==> src/sv/via_pkg.sv <==
package via_pkg;

   // item kinds on the request channel
   typedef enum logic [2:0] {
      MODE_READ    = 3'd0,
      MODE_WRITE   = 3'd1,
      MODE_TICK    = 3'd2,
      MODE_PORT_A  = 3'd3,
      MODE_PORT_B  = 3'd4,
      MODE_CA1     = 3'd5,
      MODE_CB1     = 3'd6,
      MODE_NONE    = 3'd7
   } mode_type;

   // register map
   typedef enum logic [3:0] {
      REG_ORB    = 4'd0,
      REG_ORA    = 4'd1,
      REG_DDRB   = 4'd2,
      REG_DDRA   = 4'd3,
      REG_T1C_L  = 4'd4,
      REG_T1C_H  = 4'd5,
      REG_T1L_L  = 4'd6,
      REG_T1L_H  = 4'd7,
      REG_T2C_L  = 4'd8,
      REG_T2C_H  = 4'd9,
      REG_SR     = 4'd10,
      REG_ACR    = 4'd11,
      REG_PCR    = 4'd12,
      REG_IFR    = 4'd13,
      REG_IER    = 4'd14,
      REG_ORA_NH = 4'd15
   } reg_index_type;

   // interrupt flag bits (bit 7 of IFR is the composite, computed)
   localparam logic [6:0] FLAG_CA2 = 7'h01;
   localparam logic [6:0] FLAG_CA1 = 7'h02;
   localparam logic [6:0] FLAG_CB2 = 7'h08;
   localparam logic [6:0] FLAG_CB1 = 7'h10;
   localparam logic [6:0] FLAG_T2  = 7'h20;
   localparam logic [6:0] FLAG_T1  = 7'h40;

   // auxiliary control bits
   localparam int ACR_PB7_OUT   = 7;
   localparam int ACR_T1_FREE   = 6;
   localparam int ACR_T2_PULSE  = 5;

   // peripheral control edge select bits
   localparam int PCR_CA1_RISE  = 0;
   localparam int PCR_CB1_RISE  = 4;

   localparam logic [15:0] TIMER_STOPPED = 16'hFFFF;
   localparam logic [7:0]  EXT_RESET     = 8'hFF;

endpackage

==> src/sv/versatile_interface_adapter_core.sv <==
// 6522-style parallel interface adapter, one request in, one response out.
// request channel (req_*): mode selects a bus read, a bus write, a timer tick
// of req_tick_cycles cycles, a new port A or port B input level, or a new CA1
// or CB1 level. each accepted transfer produces exactly one response transfer.
// response channel (rsp_*): read data (zero unless a read), the interrupt line
// (also high on a tick in which a timer expired) and both port pin levels as
// they stand after the request.
// the response is registered and is valid in the cycle after the request transfer.
// throughput: one request per cycle while the response is not stalled; all state
// updates for a request are registered together with the response register.
// a stalled response is held in the response register; a new request is
// taken whenever that register is empty or is being emptied in the same
// cycle, so req_stall follows rsp_stall only while a response is waiting.
// reset (synchronous, active high) clears the state registers, sets the external
// port levels to all ones and CA1/CB1 high, and empties the response register.
module versatile_interface_adapter_core (
   input  logic        clock,
   input  logic        reset,
   input  logic        req_valid,
   output logic        req_stall,
   input  logic [2:0]  req_mode,
   input  logic [3:0]  req_reg_index,
   input  logic [7:0]  req_write_data,
   input  logic [15:0] req_tick_cycles,
   input  logic        req_line_level,
   output logic        rsp_valid,
   input  logic        rsp_stall,
   output logic [7:0]  rsp_read_data,
   output logic        rsp_irq_out,
   output logic [7:0]  rsp_port_a_pins,
   output logic [7:0]  rsp_port_b_pins
);

   // architectural state
   logic [7:0]  ora_ff, ora_in, orb_ff, orb_in;
   logic [7:0]  ddra_ff, ddra_in, ddrb_ff, ddrb_in;
   logic [7:0]  ext_a_ff, ext_a_in, ext_b_ff, ext_b_in;
   logic [15:0] t1_latch_ff, t1_latch_in, t1_count_ff, t1_count_in;
   logic        t1_run_ff, t1_run_in, t1_pb7_ff, t1_pb7_in;
   logic [7:0]  t2_low_ff, t2_low_in;
   logic [15:0] t2_count_ff, t2_count_in;
   logic        t2_run_ff, t2_run_in;
   logic [7:0]  sr_ff, sr_in, acr_ff, acr_in, pcr_ff, pcr_in;
   logic [6:0]  flags_ff, flags_in, ier_ff, ier_in;
   logic        ca1_ff, ca1_in, cb1_ff, cb1_in;

   // response register
   logic        rsp_valid_ff;
   logic [7:0]  rd_ff, rd_in;
   logic        irq_ff, irq_in;
   logic [7:0]  pins_a_ff, pins_a_in, pins_b_ff, pins_b_in;

   logic        accept;
   logic        fired;
   logic [7:0]  pins_a_cur, pins_b_cur;
   logic        t1_expire, t2_expire;

   // transfer handshake
   assign req_stall = rsp_valid_ff & rsp_stall;
   assign accept    = req_valid & ~req_stall;

   // pin levels from the current state
   always_comb begin
      pins_a_cur = (ora_ff & ddra_ff) | (ext_a_ff & ~ddra_ff);
      pins_b_cur = (orb_ff & ddrb_ff) | (ext_b_ff & ~ddrb_ff);
      if (acr_ff[via_pkg::ACR_PB7_OUT]) begin
         pins_b_cur[7] = t1_pb7_ff;
      end
   end

   assign t1_expire = t1_run_ff && (t1_count_ff <= req_tick_cycles);
   assign t2_expire = t2_run_ff && !acr_ff[via_pkg::ACR_T2_PULSE]
                      && (t2_count_ff <= req_tick_cycles);

   // next state and response for one request
   always_comb begin
      ora_in      = ora_ff;
      orb_in      = orb_ff;
      ddra_in     = ddra_ff;
      ddrb_in     = ddrb_ff;
      ext_a_in    = ext_a_ff;
      ext_b_in    = ext_b_ff;
      t1_latch_in = t1_latch_ff;
      t1_count_in = t1_count_ff;
      t1_run_in   = t1_run_ff;
      t1_pb7_in   = t1_pb7_ff;
      t2_low_in   = t2_low_ff;
      t2_count_in = t2_count_ff;
      t2_run_in   = t2_run_ff;
      sr_in       = sr_ff;
      acr_in      = acr_ff;
      pcr_in      = pcr_ff;
      flags_in    = flags_ff;
      ier_in      = ier_ff;
      ca1_in      = ca1_ff;
      cb1_in      = cb1_ff;
      rd_in       = 8'h00;
      fired       = 1'b0;

      case (req_mode)
         via_pkg::MODE_READ: begin
            case (req_reg_index)
               via_pkg::REG_ORB: begin
                  rd_in    = pins_b_cur;
                  flags_in = flags_ff & ~(via_pkg::FLAG_CB1 | via_pkg::FLAG_CB2);
               end
               via_pkg::REG_ORA: begin
                  rd_in    = pins_a_cur;
                  flags_in = flags_ff & ~(via_pkg::FLAG_CA1 | via_pkg::FLAG_CA2);
               end
               via_pkg::REG_DDRB:  rd_in = ddrb_ff;
               via_pkg::REG_DDRA:  rd_in = ddra_ff;
               via_pkg::REG_T1C_L: begin
                  rd_in    = t1_count_ff[7:0];
                  flags_in = flags_ff & ~via_pkg::FLAG_T1;
               end
               via_pkg::REG_T1C_H: rd_in = t1_count_ff[15:8];
               via_pkg::REG_T1L_L: rd_in = t1_latch_ff[7:0];
               via_pkg::REG_T1L_H: rd_in = t1_latch_ff[15:8];
               via_pkg::REG_T2C_L: begin
                  rd_in    = t2_count_ff[7:0];
                  flags_in = flags_ff & ~via_pkg::FLAG_T2;
               end
               via_pkg::REG_T2C_H: rd_in = t2_count_ff[15:8];
               via_pkg::REG_SR:    rd_in = sr_ff;
               via_pkg::REG_ACR:   rd_in = acr_ff;
               via_pkg::REG_PCR:   rd_in = pcr_ff;
               via_pkg::REG_IFR:   rd_in = {|(flags_ff & ier_ff), flags_ff};
               via_pkg::REG_IER:   rd_in = {1'b1, ier_ff};
               default:            rd_in = pins_a_cur;
            endcase
         end
         via_pkg::MODE_WRITE: begin
            case (req_reg_index)
               via_pkg::REG_ORB: begin
                  orb_in   = req_write_data;
                  flags_in = flags_ff & ~(via_pkg::FLAG_CB1 | via_pkg::FLAG_CB2);
               end
               via_pkg::REG_ORA: begin
                  ora_in   = req_write_data;
                  flags_in = flags_ff & ~(via_pkg::FLAG_CA1 | via_pkg::FLAG_CA2);
               end
               via_pkg::REG_DDRB:  ddrb_in = req_write_data;
               via_pkg::REG_DDRA:  ddra_in = req_write_data;
               via_pkg::REG_T1C_L: t1_latch_in = {t1_latch_ff[15:8], req_write_data};
               via_pkg::REG_T1C_H: begin
                  // load counter from latch and start
                  t1_latch_in = {req_write_data, t1_latch_ff[7:0]};
                  t1_count_in = {req_write_data, t1_latch_ff[7:0]};
                  t1_run_in   = 1'b1;
                  flags_in    = flags_ff & ~via_pkg::FLAG_T1;
               end
               via_pkg::REG_T1L_L: t1_latch_in = {t1_latch_ff[15:8], req_write_data};
               via_pkg::REG_T1L_H: begin
                  t1_latch_in = {req_write_data, t1_latch_ff[7:0]};
                  flags_in    = flags_ff & ~via_pkg::FLAG_T1;
               end
               via_pkg::REG_T2C_L: t2_low_in = req_write_data;
               via_pkg::REG_T2C_H: begin
                  t2_count_in = {req_write_data, t2_low_ff};
                  t2_run_in   = 1'b1;
                  flags_in    = flags_ff & ~via_pkg::FLAG_T2;
               end
               via_pkg::REG_SR:    sr_in  = req_write_data;
               via_pkg::REG_ACR:   acr_in = req_write_data;
               via_pkg::REG_PCR:   pcr_in = req_write_data;
               via_pkg::REG_IFR:   flags_in = flags_ff & ~req_write_data[6:0];
               via_pkg::REG_IER: begin
                  // bit 7 selects set or clear of the named enables
                  if (req_write_data[7]) begin
                     ier_in = ier_ff | req_write_data[6:0];
                  end else begin
                     ier_in = ier_ff & ~req_write_data[6:0];
                  end
               end
               default:            ora_in = req_write_data;
            endcase
         end
         via_pkg::MODE_TICK: begin
            // timer 1: reload in free-run mode, else stop
            if (t1_run_ff) begin
               if (t1_expire) begin
                  fired = 1'b1;
                  if (acr_ff[via_pkg::ACR_T1_FREE]) begin
                     t1_count_in = t1_latch_ff;
                     if (acr_ff[via_pkg::ACR_PB7_OUT]) begin
                        t1_pb7_in = ~t1_pb7_ff;
                     end
                  end else begin
                     t1_run_in   = 1'b0;
                     t1_count_in = via_pkg::TIMER_STOPPED;
                  end
               end else begin
                  t1_count_in = t1_count_ff - req_tick_cycles;
               end
            end
            // timer 2: one-shot, frozen in pulse mode
            if (t2_run_ff && !acr_ff[via_pkg::ACR_T2_PULSE]) begin
               if (t2_expire) begin
                  fired       = 1'b1;
                  t2_run_in   = 1'b0;
                  t2_count_in = via_pkg::TIMER_STOPPED;
               end else begin
                  t2_count_in = t2_count_ff - req_tick_cycles;
               end
            end
            flags_in = flags_ff | (t1_expire ? via_pkg::FLAG_T1 : 7'h00)
                                | (t2_expire ? via_pkg::FLAG_T2 : 7'h00);
         end
         via_pkg::MODE_PORT_A: ext_a_in = req_write_data;
         via_pkg::MODE_PORT_B: ext_b_in = req_write_data;
         via_pkg::MODE_CA1: begin
            ca1_in = req_line_level;
            if (pcr_ff[via_pkg::PCR_CA1_RISE] ? (req_line_level && !ca1_ff)
                                              : (!req_line_level && ca1_ff)) begin
               flags_in = flags_ff | via_pkg::FLAG_CA1;
            end
         end
         via_pkg::MODE_CB1: begin
            cb1_in = req_line_level;
            if (pcr_ff[via_pkg::PCR_CB1_RISE] ? (req_line_level && !cb1_ff)
                                              : (!req_line_level && cb1_ff)) begin
               flags_in = flags_ff | via_pkg::FLAG_CB1;
            end
         end
         default: begin
         end
      endcase

      // response fields from the updated state
      irq_in    = fired | (|(flags_in & ier_in));
      pins_a_in = (ora_in & ddra_in) | (ext_a_in & ~ddra_in);
      pins_b_in = (orb_in & ddrb_in) | (ext_b_in & ~ddrb_in);
      if (acr_in[via_pkg::ACR_PB7_OUT]) begin
         pins_b_in[7] = t1_pb7_in;
      end
   end

   // state and response registers
   always_ff @(posedge clock) begin
      if (reset) begin
         ora_ff       <= 8'h00;
         orb_ff       <= 8'h00;
         ddra_ff      <= 8'h00;
         ddrb_ff      <= 8'h00;
         ext_a_ff     <= via_pkg::EXT_RESET;
         ext_b_ff     <= via_pkg::EXT_RESET;
         t1_latch_ff  <= 16'h0000;
         t1_count_ff  <= 16'h0000;
         t1_run_ff    <= 1'b0;
         t1_pb7_ff    <= 1'b0;
         t2_low_ff    <= 8'h00;
         t2_count_ff  <= 16'h0000;
         t2_run_ff    <= 1'b0;
         sr_ff        <= 8'h00;
         acr_ff       <= 8'h00;
         pcr_ff       <= 8'h00;
         flags_ff     <= 7'h00;
         ier_ff       <= 7'h00;
         ca1_ff       <= 1'b1;
         cb1_ff       <= 1'b1;
         rsp_valid_ff <= 1'b0;
      end else begin
         if (accept) begin
            ora_ff      <= ora_in;
            orb_ff      <= orb_in;
            ddra_ff     <= ddra_in;
            ddrb_ff     <= ddrb_in;
            ext_a_ff    <= ext_a_in;
            ext_b_ff    <= ext_b_in;
            t1_latch_ff <= t1_latch_in;
            t1_count_ff <= t1_count_in;
            t1_run_ff   <= t1_run_in;
            t1_pb7_ff   <= t1_pb7_in;
            t2_low_ff   <= t2_low_in;
            t2_count_ff <= t2_count_in;
            t2_run_ff   <= t2_run_in;
            sr_ff       <= sr_in;
            acr_ff      <= acr_in;
            pcr_ff      <= pcr_in;
            flags_ff    <= flags_in;
            ier_ff      <= ier_in;
            ca1_ff      <= ca1_in;
            cb1_ff      <= cb1_in;
         end
         if (accept) begin
            rsp_valid_ff <= 1'b1;
         end else if (!rsp_stall) begin
            rsp_valid_ff <= 1'b0;
         end
      end
      // response payload, no reset needed
      if (accept) begin
         rd_ff     <= rd_in;
         irq_ff    <= irq_in;
         pins_a_ff <= pins_a_in;
         pins_b_ff <= pins_b_in;
      end
   end

   assign rsp_valid       = rsp_valid_ff;
   assign rsp_read_data   = rd_ff;
   assign rsp_irq_out     = irq_ff;
   assign rsp_port_a_pins = pins_a_ff;
   assign rsp_port_b_pins = pins_b_ff;

endmodule
==> config.mk <==
export PLATFORM = sky130hd
export DESIGN_NAME = versatile_interface_adapter_core
export DESIGN_NICKNAME = d
export VERILOG_FILES = /design/src/sv/via_pkg.sv /design/src/sv/versatile_interface_adapter_core.sv
export SDC_FILE = /design/constraint.sdc
export NUM_CORES = 1
export LEC_CHECK = 0
export BUFFER_PORTS_ARGS = -buffer_cell sky130_fd_sc_hd__buf_2
export CORE_MARGIN = 5
export CORE_UTILIZATION = 25
export DETAILED_ROUTE_END_ITERATION = 6
export SLEW_MARGIN = 30
export SYNTH_ARGS = -nofsm -noshare
export SYNTH_HDL_FRONTEND = slang
export SYNTH_SLANG_ARGS = --single-unit
==> constraint.sdc <==
create_clock -name clock -period 4 [get_ports clock]
set_clock_uncertainty 0.05 [all_clocks]
set_input_delay 0.8 -clock clock [delete_from_list [all_inputs] [get_ports clock]]
set_output_delay 0.8 -clock clock [all_outputs]
set_load 0.05 [all_outputs]
==> results.yml <==
floorplan:
  die_y_microns: 216
  ioPinCount: 63
  fp-row-count: 75
  core_sq_um: 41900
  initial_core_util_pct: 25.3
  fp.dieW_microns: 216
  dieArea_sq_um: 46600
timing:
  rsz0062_at_grt: "no"
  finalCritPeriodShare_pct: 80.5
  finalWorstPathRequiredPeriod_ns: 3.22
  fmax_mhz: 311
  slew_headroom_pct: 35.7
  whs_ns: 0.413
  worst_pin_slew_ns: 0.964
  setup_tns_ns: 0
  slew_violations: 0
  hold_viol_final: 0
  setup_viol: 0
critical_path:
  ff2ff_path_depth: 10
  critical_path_arrival_ns: 3.35
  setup.worst_path.start_class: "input port"
  cp.required_ns: 4.13
  critPathKind: "in2reg"
  end_kind: "register"
  reg2reg_to: "rsp_irq_out"
  r2r_start: "t2_count_ff[0]"
  r2r_slack_ns: 0.80
  crit_fanout: 4
synthesis:
  synth_common_cells: "nand2_1 (229), a21oi_1 (162), dfxtp_1 (148)"
  syn-num-nets: 1427
  synth_ff_type: "dfxtp_1"
  yosysMostFrequentCell: "nand2_1"
  ys_types: 71
  synth_seq_cells: 173
  yosys_warnings: 0
  synth_top_area_cell: "dfxtp_1"
  postSynthAreaPerCell_sq_um: 7.83
  synth_edf_count: 25
  yosysSeqAreaShare_pct: 35.0
  syn-cell-area_sq_um: 10600
  yosysTopAreaCellShare_pct: 28.0
  async_flop_share_pct: 0
  syn_inst: 1353
  synth_area_leaders: "dfxtp_1 (28%), nand2_1 (8.1%), a21oi_1 (7.6%)"
drt:
  ant_nets: 0
  drt-pass1-iter-count: 7
  drt_iter0_drc: 1082
  wl_per_cell_microns: 21.1
  drc: 0
  num_vias: 10900
  wirelength_microns: 41200
  viasPerCell: 5.59
cts:
  htree_num_levels: 4
  postCtsSetupBuffers: 0
  clock_latency_ns: 0.44
  clockBufferDepth: 2
  post_cts_resized: 0
  cts_tree: "built"
  cts_sinks: 173
  clock_tree.root_cell: "clkbuf_16"
  cts_hold_buf: 0
  clk_pin_slew_ns: 0.07
  cts_made_buffers: 17
placement:
  place_inst: 1918
  portBuffers: 62
  gp_congestion: 1.00
  placed_area_sq_um: 11700
  dp_hpwl_microns: 30700
cells_and_area:
  final_cells: 1949
  fin_nets: 1472
  seq_area_sq_um: 3710
  multiInputGateArea_sq_um: 6400
  fill_cells: 4387
  antenna_cells: 0
  finalInstanceArea_sq_um: 12300
  final_layout_size_suffix_gt1_share_pct: 12.0
  area_growth_pct: 15.9
pwr:
  power_mw: 4.20
  leakage_nw: 4.62
  ir_drop_mv: 0.277
  power_density_nw_per_um2: 342
global_routing:
  grt.overflow.total: 0
  grt_usage_pct: 16.9
  grt_max_degree: 84
  antenna_found_initial: 0
  grt_pass1_vias: 10300
  grt_pass1_wl_microns: 62000
worst_hold_path:
  min_path_type: "reg2reg"
  whs_endpoint: "t2_low_ff[5]"
  worstHoldPathCells: 2
  holdCritStartpoint: "t2_low_ff[5]"
outcome:
  status: "completed"
job:
  drv_cap: 0
-- final cells by class --
cell class                 instances  share of cell area [%]
tap                              539                    5.49
clock buffer                      22                    3.95
clock inverter                     9                    1.07
inverter                          33                    1.01
timing repair buffer             120                    6.09
sequential                       173                    30.2
multi-input combinational       1053                    52.1
-- kinds of logic after synthesis --
logic type	count (synthesis)	share of synthesized area, %
AND/OR/NAND/NOR	498	21.1
AO/OA/AOI/OAI	411	24.6
XOR/XNOR	25	2.07
flip-flops	173	35.0
multiplexers	81	7.99
buffers and inverters	127	4.60
adder cells (fa/ha/maj)	38	4.63
-- stage by stage --
stage,util [%],setup slack (ns)
after floorplan,-,0.655
after global placement,27.8,0.408
after detailed placement,27.8,0.370
after CTS,29.3,0.810
after global routing,29.3,0.563
final,29.3,0.781
-- how the worst max path moves through the flow --
stage	from	to	slack, ns	depth (start not counted)
detailed placement	req_tick_cycles[0]	rsp_irq_out	0.37	11
global route	t2_count_ff[0]	t2_count_ff[10]	0.56	11
CTS	t2_count_ff[0]	t2_count_ff[10]	0.81	11
global placement	req_tick_cycles[0]	rsp_irq_out	0.41	11
finish	req_tick_cycles[0]	rsp_irq_out	0.78	11
floorplan	req_tick_cycles[0]	rsp_irq_out	0.65	9
-- flip-flops by register name, indices dropped and copies added, names as in the netlist, 8 cells and up --
name / flops
t2_low_ff: 8
orb_ff: 8
ddrb_ff: 8
sr_ff: 8
ext_a_ff: 8
rsp_port_a_pins: 8
acr_ff: 8
t1_latch_ff: 16
ext_b_ff: 8
pcr_ff: 8
ddra_ff: 8
rsp_port_b_pins: 8
t2_count_ff: 16
rsp_read_data: 8
t1_count_ff: 16
ora_ff: 8
-- worst max-delay path, stage by stage --
cell and delay, ns:
buf_2 0.13, ha_1 0.22, fa_1 0.42, nor2b_1 0.16, o31ai_1 0.15, a211oi_1 0.31, o21ai_1 0.20, nand2_1 0.14
nor2_1 0.07, o211a_1 0.24, or4_1 0.50
-- placed cells by master, fill, tap and decap left out, drive strengths merged, types with 25 or more instances in the layout --
cell      n
buf     120
nand3    64
edfxtp   25
nand2   229
ha       36
o21ai    64
inv      34
dfxtp   148
mux2i    70
nor2    100
a21oi   162
-- layer usage --
| metal | global-route usage, % | vias to the layer above | wire (microns) |
|---|---|---|---|
| met4 | 7.38 | 0 | 1920 |
| met5 | 0 | - | 0 |
| li1 | - | 4997 | - |
| met3 | 2.83 | 108 | 3080 |
| met2 | 28.3 | 517 | 19000 |
| met1 | 21.7 | 5273 | 17100 |
-- power breakdown --
group | internal [mW] | switching [mW]
clock network | 1.05 | 0.724
registers | 1.80 | 0.0291
logic | 0.182 | 0.418
Power figures use the tool's default switching activity.
